<file path="src/assert_macros.svh">
// ----------------------------------------------------------------------------
// Assertion macros
// Shared concurrent assertion macros for the radix sorter blocks.
// ----------------------------------------------------------------------------
`ifndef ASSERT_MACROS_SVH
`define ASSERT_MACROS_SVH
`ifndef SYNTH
// Checked at every rising edge outside of reset.
`define ASSERT_RST(lbl, clk, rst, prop, msg) \
  lbl: assert property (@(posedge clk) disable iff (rst) prop) else $error(msg);
// Checked at every rising edge, reset included.
`define ASSERT_ALWAYS(lbl, clk, prop, msg) \
  lbl: assert property (@(posedge clk) prop) else $error(msg);
`else
`define ASSERT_RST(lbl, clk, rst, prop, msg)
`define ASSERT_ALWAYS(lbl, clk, prop, msg)
`endif
`endif

</file>
<file path="src/drs_pkg.sv">
// ----------------------------------------------------------------------------
// drs_pkg
// Types, constants and the digit split shared by the decimal radix sorter.
// ----------------------------------------------------------------------------
package drs_pkg;

  localparam int MAX_ITEMS    = 64;
  localparam int DIGIT_PASSES = 3;
  localparam int RADIX        = 10;
  localparam int VALUE_W      = 10;
  localparam int DIG_W        = 4;
  localparam int ADDR_W       = $clog2(MAX_ITEMS);
  localparam int CNT_W        = $clog2(MAX_ITEMS + 1);
  localparam int PASS_W       = (DIGIT_PASSES > 1) ? $clog2(DIGIT_PASSES) : 1;
  localparam int QUEUE_DEPTH  = 4;
  localparam int QPTR_W       = $clog2(QUEUE_DEPTH);
  localparam int QCNT_W       = $clog2(QUEUE_DEPTH + 1);

  localparam logic [VALUE_W-1:0] VALUE_MAX = VALUE_W'(999);

  typedef logic [DIGIT_PASSES-1:0][DIG_W-1:0] digits_t;

  // One stored value together with its decimal digits, units first.
  typedef struct packed {
    logic [VALUE_W-1:0] value;
    digits_t            digits;
  } elem_t;

  // One beat handed from the front end to the sort engine.
  typedef struct packed {
    elem_t elem;
    logic  drop;
    logic  last;
  } qent_t;

  typedef enum logic [2:0] {
    S_LOAD,
    S_COUNT,
    S_PREFIX,
    S_SCATTER,
    S_EMIT_RD,
    S_EMIT_WR
  } back_state_t;

  // Splits a value of at most 999 into units, tens and hundreds with nine
  // parallel compares for each of the hundreds and tens digits instead of a divider.
  function automatic digits_t to_digits(logic [VALUE_W-1:0] v);
    logic [DIG_W-1:0]   h;
    logic [DIG_W-1:0]   t;
    logic [DIG_W-1:0]   u;
    logic [VALUE_W-1:0] rem;
    digits_t            d;
    h = '0;
    t = '0;
    for (int k = 1; k < RADIX; k++) begin
      if (v >= VALUE_W'(k * RADIX * RADIX)) h = DIG_W'(k);
    end
    rem = v - VALUE_W'(h) * VALUE_W'(RADIX * RADIX);
    for (int k = 1; k < RADIX; k++) begin
      if (rem >= VALUE_W'(k * RADIX)) t = DIG_W'(k);
    end
    u = DIG_W'(rem - VALUE_W'(t) * VALUE_W'(RADIX));
    for (int p = 0; p < DIGIT_PASSES; p++) begin
      case (p)
        0:       d[p] = u;
        1:       d[p] = t;
        2:       d[p] = h;
        default: d[p] = '0;
      endcase
    end
    return d;
  endfunction

endpackage

</file>
<file path="src/drs_front.sv">
// ----------------------------------------------------------------------------
// drs_front
// Input front end: takes beats, saturates the value, splits it into digits
// and marks beats that arrive once the set already fills the store.
// ----------------------------------------------------------------------------
module drs_front import drs_pkg::*; (
  input  logic               clk,
  input  logic               rst,
  input  logic               in_valid,
  output logic               in_stall,
  input  logic [VALUE_W-1:0] value,
  input  logic               last_item,
  input  logic               q_full,
  output logic               push,
  output qent_t              push_data
);

  logic [CNT_W-1:0]   fill;
  logic [VALUE_W-1:0] sat;

  assign sat      = (value > VALUE_MAX) ? VALUE_MAX : value;
  assign in_stall = q_full;
  assign push     = in_valid && !q_full;

  always_comb begin
    push_data.elem.value  = sat;
    push_data.elem.digits = to_digits(sat);
    push_data.drop        = (fill == CNT_W'(MAX_ITEMS));
    push_data.last        = last_item;
  end

  // Fill level of the set as seen at the input; the final beat restarts it.
  always_ff @(posedge clk) begin
    if (rst) begin
      fill <= '0;
    end else if (push) begin
      if (last_item) begin
        fill <= '0;
      end else if (!push_data.drop) begin
        fill <= fill + CNT_W'(1);
      end
    end
  end

endmodule

</file>
<file path="src/drs_fifo.sv">
// ----------------------------------------------------------------------------
// drs_fifo
// Short queue between the front end and the sort engine.
// ----------------------------------------------------------------------------
`include "assert_macros.svh"

module drs_fifo import drs_pkg::*; (
  input  logic  clk,
  input  logic  rst,
  input  logic  push,
  input  qent_t push_data,
  output logic  full,
  input  logic  pop,
  output qent_t pop_data,
  output logic  empty
);

  qent_t             slots [QUEUE_DEPTH];
  logic [QPTR_W-1:0] wptr;
  logic [QPTR_W-1:0] rptr;
  logic [QCNT_W-1:0] fill;

  assign full     = (fill == QCNT_W'(QUEUE_DEPTH));
  assign empty    = (fill == '0);
  assign pop_data = slots[rptr];

  always_ff @(posedge clk) begin
    if (push) begin
      slots[wptr] <= push_data;
    end
  end

  always_ff @(posedge clk) begin
    if (rst) begin
      wptr <= '0;
      rptr <= '0;
      fill <= '0;
    end else begin
      if (push) wptr <= wptr + QPTR_W'(1);
      if (pop)  rptr <= rptr + QPTR_W'(1);
      if (push && !pop) begin
        fill <= fill + QCNT_W'(1);
      end else if (pop && !push) begin
        fill <= fill - QCNT_W'(1);
      end
    end
  end

  `ASSERT_RST(a_no_push_full, clk, rst, push |-> !full, "push into a full queue")
  `ASSERT_RST(a_no_pop_empty, clk, rst, pop |-> !empty, "pop from an empty queue")
  `ASSERT_RST(a_fill_bound, clk, rst, fill <= QCNT_W'(QUEUE_DEPTH), "queue fill out of range")

endmodule

</file>
<file path="src/drs_back.sv">
// ----------------------------------------------------------------------------
// drs_back
// Sort engine: loads the set into a ping-pong pair of memories, runs one
// count, prefix and scatter pass per digit, then streams the result out.
// ----------------------------------------------------------------------------
`include "assert_macros.svh"

module drs_back import drs_pkg::*; (
  input  logic               clk,
  input  logic               rst,
  input  logic               q_empty,
  input  qent_t              q_data,
  output logic               q_pop,
  output logic               out_valid,
  input  logic               out_stall,
  output logic [VALUE_W-1:0] sorted_value,
  output logic               last_result,
  output logic               overflow
);

  back_state_t       state;
  back_state_t       state_next;
  logic [CNT_W-1:0]  count;
  logic              ovf;
  logic              bank;
  logic [PASS_W-1:0] pass;
  logic [CNT_W-1:0]  idx;
  logic              rd_vld;
  logic [CNT_W-1:0]  cnt [RADIX];
  logic [CNT_W-1:0]  acc;
  logic [DIG_W-1:0]  k;

  elem_t mem_a [MAX_ITEMS];
  elem_t mem_b [MAX_ITEMS];
  elem_t rd_a;
  elem_t rd_b;

  logic              issue;
  logic              we;
  logic              wsel;
  logic [ADDR_W-1:0] waddr;
  elem_t             wdata;
  logic [ADDR_W-1:0] raddr;
  elem_t             rdata;
  logic [DIG_W-1:0]  dig;
  logic              emit_load;
  logic              emit_final;
  logic              pass_last;

  assign rdata      = bank ? rd_b : rd_a;
  assign dig        = rdata.digits[pass];
  assign raddr      = idx[ADDR_W-1:0];
  assign pass_last  = (pass == PASS_W'(DIGIT_PASSES - 1));
  assign emit_final = (idx + CNT_W'(1) == count);

  // Control outputs of the sequencer.
  always_comb begin
    q_pop     = 1'b0;
    issue     = 1'b0;
    we        = 1'b0;
    wsel      = bank;
    waddr     = count[ADDR_W-1:0];
    wdata     = q_data.elem;
    emit_load = 1'b0;
    case (state)
      S_LOAD: begin
        q_pop = !q_empty;
        we    = !q_empty && !q_data.drop;
      end
      S_COUNT: begin
        issue = (idx < count);
      end
      S_SCATTER: begin
        issue = (idx < count);
        we    = rd_vld;
        wsel  = !bank;
        waddr = cnt[dig][ADDR_W-1:0];
        wdata = rdata;
      end
      S_EMIT_WR: begin
        emit_load = !out_valid || !out_stall;
      end
      default: begin
      end
    endcase
  end

  always_comb begin
    state_next = state;
    case (state)
      S_LOAD: begin
        if (q_pop && q_data.last) state_next = S_COUNT;
      end
      S_COUNT: begin
        if (!issue && !rd_vld) state_next = S_PREFIX;
      end
      S_PREFIX: begin
        if (k == DIG_W'(RADIX - 1)) state_next = S_SCATTER;
      end
      S_SCATTER: begin
        if (!issue && !rd_vld) state_next = pass_last ? S_EMIT_RD : S_COUNT;
      end
      S_EMIT_RD: begin
        state_next = S_EMIT_WR;
      end
      S_EMIT_WR: begin
        if (emit_load) state_next = emit_final ? S_LOAD : S_EMIT_RD;
      end
      default: begin
        state_next = S_LOAD;
      end
    endcase
  end

  // Both banks are read every cycle; the bank bit picks the source.
  always_ff @(posedge clk) begin
    if (we && !wsel) mem_a[waddr] <= wdata;
    if (we && wsel)  mem_b[waddr] <= wdata;
    rd_a <= mem_a[raddr];
    rd_b <= mem_b[raddr];
  end

  always_ff @(posedge clk) begin
    if (emit_load) begin
      sorted_value <= rdata.value;
      last_result  <= emit_final;
      overflow     <= ovf;
    end
  end

  always_ff @(posedge clk) begin
    if (rst) begin
      state     <= S_LOAD;
      count     <= '0;
      ovf       <= 1'b0;
      bank      <= 1'b0;
      pass      <= '0;
      idx       <= '0;
      rd_vld    <= 1'b0;
      acc       <= '0;
      k         <= '0;
      out_valid <= 1'b0;
      for (int i = 0; i < RADIX; i++) cnt[i] <= '0;
    end else begin
      state  <= state_next;
      rd_vld <= issue;
      if (emit_load) begin
        out_valid <= 1'b1;
      end else if (out_valid && !out_stall) begin
        out_valid <= 1'b0;
      end
      case (state)
        S_LOAD: begin
          if (q_pop) begin
            if (q_data.drop) begin
              ovf <= 1'b1;
            end else begin
              count <= count + CNT_W'(1);
            end
            if (q_data.last) begin
              idx  <= '0;
              pass <= '0;
              for (int i = 0; i < RADIX; i++) cnt[i] <= '0;
            end
          end
        end
        S_COUNT: begin
          if (issue)  idx <= idx + CNT_W'(1);
          if (rd_vld) cnt[dig] <= cnt[dig] + CNT_W'(1);
          if (state_next == S_PREFIX) begin
            k   <= '0;
            acc <= '0;
          end
        end
        S_PREFIX: begin
          // Turns bucket sizes into bucket start addresses in place.
          cnt[k] <= acc;
          acc    <= acc + cnt[k];
          k      <= k + DIG_W'(1);
          idx    <= '0;
        end
        S_SCATTER: begin
          if (issue)  idx <= idx + CNT_W'(1);
          if (rd_vld) cnt[dig] <= cnt[dig] + CNT_W'(1);
          if (state_next != S_SCATTER) begin
            bank <= !bank;
            pass <= pass_last ? '0 : pass + PASS_W'(1);
            idx  <= '0;
            for (int i = 0; i < RADIX; i++) cnt[i] <= '0;
          end
        end
        S_EMIT_WR: begin
          if (emit_load) begin
            idx <= idx + CNT_W'(1);
            if (emit_final) begin
              count <= '0;
              ovf   <= 1'b0;
            end
          end
        end
        default: begin
        end
      endcase
    end
  end

  `ASSERT_RST(a_count_bound, clk, rst, count <= CNT_W'(MAX_ITEMS), "item count above capacity")
  `ASSERT_RST(a_prefix_total, clk, rst, (state == S_PREFIX && state_next == S_SCATTER) |=> acc == count, "bucket sizes do not add up to the set size")
  `ASSERT_RST(a_scatter_end, clk, rst, (state == S_SCATTER && state_next != S_SCATTER) |-> cnt[RADIX-1] == count, "scatter did not place every value")

endmodule

</file>
<file path="src/decimal_lsd_radix_sort.sv">
// ----------------------------------------------------------------------------
// decimal_lsd_radix_sort
// Stable base-ten radix sorter for sets of up to 64 values of 0 to 999.
// ----------------------------------------------------------------------------
// Input beats carry value and last_item on in_valid / in_stall; a beat is
// taken at a clock edge with in_valid high and in_stall low. Values above 999
// are stored as 999. Beats past the 64th of a set are dropped and every result
// of that set then carries overflow. The beat with last_item closes the set.
// Input beats are taken one per cycle through a four-entry queue while the
// engine is loading; while a set is sorted the queue fills and in_stall rises.
// The set of n values is sorted with one count, prefix and scatter pass per
// digit, each pass bounded by the single read port of each of the two
// ping-pong memories. The results then leave on out_valid / out_stall, each
// read from memory before it is loaded into the output register, last_result
// on the final one. A stalled result holds in the output register while the
// engine waits. A synchronous reset empties the queue, drops any set in
// progress and clears the output valid; no memory clearing is needed.
// ----------------------------------------------------------------------------
module decimal_lsd_radix_sort import drs_pkg::*; (
  input  logic               clk,
  input  logic               rst,
  input  logic               in_valid,
  output logic               in_stall,
  input  logic [VALUE_W-1:0] value,
  input  logic               last_item,
  output logic               out_valid,
  input  logic               out_stall,
  output logic [VALUE_W-1:0] sorted_value,
  output logic               last_result,
  output logic               overflow
);

  logic  push;
  qent_t push_data;
  logic  q_full;
  logic  q_pop;
  qent_t q_data;
  logic  q_empty;

  drs_front u_front (
    .clk       (clk),
    .rst       (rst),
    .in_valid  (in_valid),
    .in_stall  (in_stall),
    .value     (value),
    .last_item (last_item),
    .q_full    (q_full),
    .push      (push),
    .push_data (push_data)
  );

  drs_fifo u_fifo (
    .clk       (clk),
    .rst       (rst),
    .push      (push),
    .push_data (push_data),
    .full      (q_full),
    .pop       (q_pop),
    .pop_data  (q_data),
    .empty     (q_empty)
  );

  drs_back u_back (
    .clk          (clk),
    .rst          (rst),
    .q_empty      (q_empty),
    .q_data       (q_data),
    .q_pop        (q_pop),
    .out_valid    (out_valid),
    .out_stall    (out_stall),
    .sorted_value (sorted_value),
    .last_result  (last_result),
    .overflow     (overflow)
  );

endmodule
</file>
<file path="config.mk">
export PLATFORM = sky130hd
export DESIGN_NAME = decimal_lsd_radix_sort
export DESIGN_NICKNAME = d
export VERILOG_FILES = /design/src/drs_pkg.sv /design/src/drs_front.sv /design/src/drs_fifo.sv /design/src/drs_back.sv /design/src/decimal_lsd_radix_sort.sv
export VERILOG_INCLUDE_DIRS = /design/src /design/src/src
export SDC_FILE = /design/constraint.sdc
export NUM_CORES = 2
export LEC_CHECK = 0
export BUFFER_PORTS_ARGS = -buffer_cell sky130_fd_sc_hd__buf_2
export CORE_MARGIN = 2
export CORE_UTILIZATION = 55
export CTS_CLUSTER_SIZE = 28
export DETAILED_ROUTE_END_ITERATION = 7
export PLACE_DENSITY = 0.73
export REMOVE_ABC_BUFFERS = 1
export SYNTH_ARGS = -nofsm -noshare
export SYNTH_HDL_FRONTEND = slang
export SYNTH_SLANG_ARGS = --single-unit
</file>
<file path="constraint.sdc">
create_clock -name clk -period 7.1 [get_ports clk]
set_input_delay 0.71 -clock clk [delete_from_list [all_inputs] [get_ports clk]]
set_output_delay 0.71 -clock clk [all_outputs]
set_load 0.005 [all_outputs]
</file>
==> summary.txt <==
Worst setup path
  – Worst path bufs/invs: 1
  – Crit. End Element: flip-flop
  – Worst path slowest cell: nor2_2
  – Worst EP arrival: 6.47 ns
  – WP data required: 7.64 ns
  – Crit path cell chain: nor2_1, a22o_1, nor2_1, a21oi_1, a221oi_1, nor3b_1, buf_4, o31ai_2, nand2b_1, nor2_2
  – Maximum fanout along the worst path: 22
  – Reg2reg setup slack: 1.17 ns
  – Top cell by count, worst path: nor2_1
  – Nature of the critical path startpoint: flip-flop
  – Critical path class: flip-flop to flip-flop
  – Worst stage delay on the critical path: 1.14 ns
  – Top Family by Delay on Critical Path: simple AND/OR/NAND/NOR gates

Synthesis
  – Synth Area in Simple Gates: 0.0196
  – Post-Synth Adder-Cell Area: 0.00481
  – Post-Synth XOR/XNOR Area: 0.00295
  – Mapped Area: 0.122 mm²
  – Mean Syn Cell Area: 22.7 µm²
  – Post-synthesis cell count: 5,376
  – Main combinational cell family by area after synthesis: multiplexers
  – Most frequent cell after synthesis: edfxtp_1
  – Compound-gate portion of the synthesized area: 0.0157
  – Yosys warns: 0
  – Synth area leader: edfxtp_1
  – Post-synth top cells: edfxtp_1 (3,016), mux4_2 (980), clkbuf_1 (214)
  – Seq cells post-synth: 3,113
  – Post-synth EDFFs: 3,016
  – Netlist cell types: 81
  – Async SR Flop Fraction: 0
  – Mux cell area share after synthesis: 0.186
  – Share of the synthesized area in the top cell type: 0.743
  – Largest cells by area after synthesis: edfxtp_1 (74%), mux4_2 (18%), dfxtp_1 (1.6%)
  – Ys flop type: edfxtp_1
  – Sequential share of the synthesized area: 0.759

Timing
  – Clock skew: 0.0546 ns
  – Final Cycle Share: 0.835
  – Period minus WS final: 5.93 ns
  – Relative max-transition margin: 0.102
  – Total Negative Setup Slacks: 0 ns
  – Final Setup Violations: 0
  – Worst slew pin tran: 1.34 ns
  – Max Freq: 169 MHz
  – RSZ-0062 raised after global routing: no
  – Hold Vio Cnt, Final: 0
  – Slew Limit Fails: 0

CTS
  – CTS tree: done
  – Hold-fix buffers, CTS: 0
  – Number of CTS-inserted buffers: 313
  – Resize count post-CTS: 0
  – Clk buf depth: 4
  – H-tree lvl count: 5
  – CTS root buf: clkbuf_16
  – Clk sinks: 3,113
  – Setup bufs post-CTS: 0
  – Clock transition at path regs: 0.06 ns
  – Clock Latency Late Sink: 0.96 ns

Finish
  – Nets@finish: 5,701
  – Final core occ: 0.621
  – Fin cells: 8,834
  – Area Overhead vs Synth: 12.2%
  – Layout cell share with drive strength beyond 1: 0.320

GRT
  – First-pass GRT wire length: 433,000 µm
  – Initial antenna violation count: 19
  – Total track usage: 0.270
  – Vias in the first global route: 59,100
  – Largest net degree at the start of global routing: 131
  – Grt total ovfl: 0

Worst hold path
  – Worst Hold Class: primary input to flip-flop

Floorplan
  – Core Area: 0.220 mm²
  – Die Wd: 475 µm
  – Initial Util: 0.554
  – Die Y: 475 µm
  – IO Count: 29
  – Die area: 0.225 mm²
  – FP Rows: 172

Power
  – Combinational power share: 0.157
  – Switching share of power: 0.267
  – Leakage: 41.4 nW
  – PD cells: 342 mW/mm²
  – NetSw: 12.5 mW
  – Overall power: 46.8 mW
  – Pint: 34.3 mW
  – Clk network pwr share: 0.339
  – Max VDD drop: 0.312 mV
  – Sequential power share: 0.504

Routing
  – Iter 0 DRT Violations: 8,666
  – Antenna-violating nets left: 0
  – Vias per inst: 6.70
  – DR WL/cell: 34.2 µm
  – TritonRoute pass-1 iters: 5
  – Detailed-route DRC error count: 0
  – Wirelength, routed: 302,000 µm
  – Via count: 59,200

Status
  – Outcome: finished clean

Placement
  – RePlAce Congestion: 0.905
  – # port buffers: 28
  – HPWL Detailed: 166,000 µm
  – # placed instances: 8,286

Flow run
  – Max Cap Viol: 0
[per-stage QoR]
step	setup slack [ns]	hold WS, ns	cell area (µm²)
4_1_cts	1.25	0.0336	137000
3_3_place_gp	0.608	0.474	127000
3_5_place_dp	0.507	0.475	127000
2_1_floorplan	-24.72	0.409	121000
5_1_grt	0.810	0.0702	137000
6_report	1.17	0.0928	137000
[logic make-up after synthesis]
logic type	count (synthesis)
AO/OA/AOI/OAI	272
XOR/XNOR	41
adder cells (fa/ha/maj)	44
buffers and inverters	363
flip-flops	3113
multiplexers	1033
AND/OR/NAND/NOR	510
[cell usage in the layout, fill, tap and decap left out, types with 24 or more instances in the layout]
cell type / count
edfxtp_1: 3016
clkbuf_16: 323
mux4_2: 980
or3_1: 25
nand2b_1: 25
ha_1: 38
inv_1: 48
buf_2: 28
buf_4: 218
o21ai_0: 48
bufinv_16: 24
nand3_1: 43
dfxtp_1: 90
nor2_2: 127
a21oi_1: 48
nor2_1: 89
nand2_1: 91
xnor2_1: 24
clkinv_2: 43
clkbuf_1: 54
clkinv_1: 73
[path summary, 6_finish.rpt]
check / startpoint / end / cells after the start
setup / recovery: u_back.pass[0] / u_back.mem_a[50][3] / 10
hold / removal: last_item / u_fifo.slots[0][0] / 1
setup reg to reg: u_back.pass[0] / u_back.mem_a[50][3] / 10
hold reg to reg: u_back.ovf / u_back.overflow / 0
[worst register-to-register path, stage by stage, from the launching register on]
cell and delay [ns]:
dfxtp_1 0.64, nor2_1 0.20, a22o_1 0.48, nor2_1 0.85, a21oi_1 0.08, a221oi_1 0.47, nor3b_1 0.16, buf_4 0.19
o31ai_2 0.83, nand2b_1 0.50, nor2_2 1.14
[cell type report]
cell class | count | area (µm²)
clock inverters | 154 | 1340
inverters | 50 | 189
diodes | 13 | 32.5
fillers | 14300 | 83300
multi-input cells | 1900 | 28400
well taps | 2958 | 3700
repair buffers | 265 | 2160
clock buffers | 381 | 8340
flip-flops and latches | 3113 | 92500
[metal layers]
metal,part of all wire,GRT usage,routed length (µm),vias up
li1,-,-,-,23300
met3,0.10,0.0539,31600,527
met5,0.00019,0,56,-
met1,0.38,0.386,114000,31500
met2,0.49,0.428,146000,3806
met4,0.032,0.0839,9680,10
[flip-flops by register name, indices dropped and copies added (netlist names), 2 cells and up, named ones only]
| name | cells |
|---|---|
| u_back.mem_a | 1408 |
| u_back.idx | 7 |
| u_fifo.slots | 92 |
| u_fifo.rptr | 2 |
| u_front.fill | 7 |
| u_back.count | 7 |
| u_back.pass | 2 |
| u_back.rd_a | 22 |
| u_fifo.wptr | 2 |
| u_back.mem_b | 1408 |
| u_back.sorted_value | 10 |
| u_fifo.fill | 3 |
| u_back.k | 4 |
| u_back.cnt | 96 |
| u_back.state | 3 |
| u_back.rd_b | 22 |
| u_back.acc | 6 |
[power groups by stage]
stage                     clock network, mW  logic [mW]  registers [mW]
after CTS                              16.0        7.28            23.6
after detailed placement                  0        7.26            24.0
after floorplan                           0        4.81            24.5
final                                  15.9        7.34            23.6
after global placement                    0        6.94            23.9
after global routing                   16.7        7.74            23.6
Power figures use the tool's default switching activity.
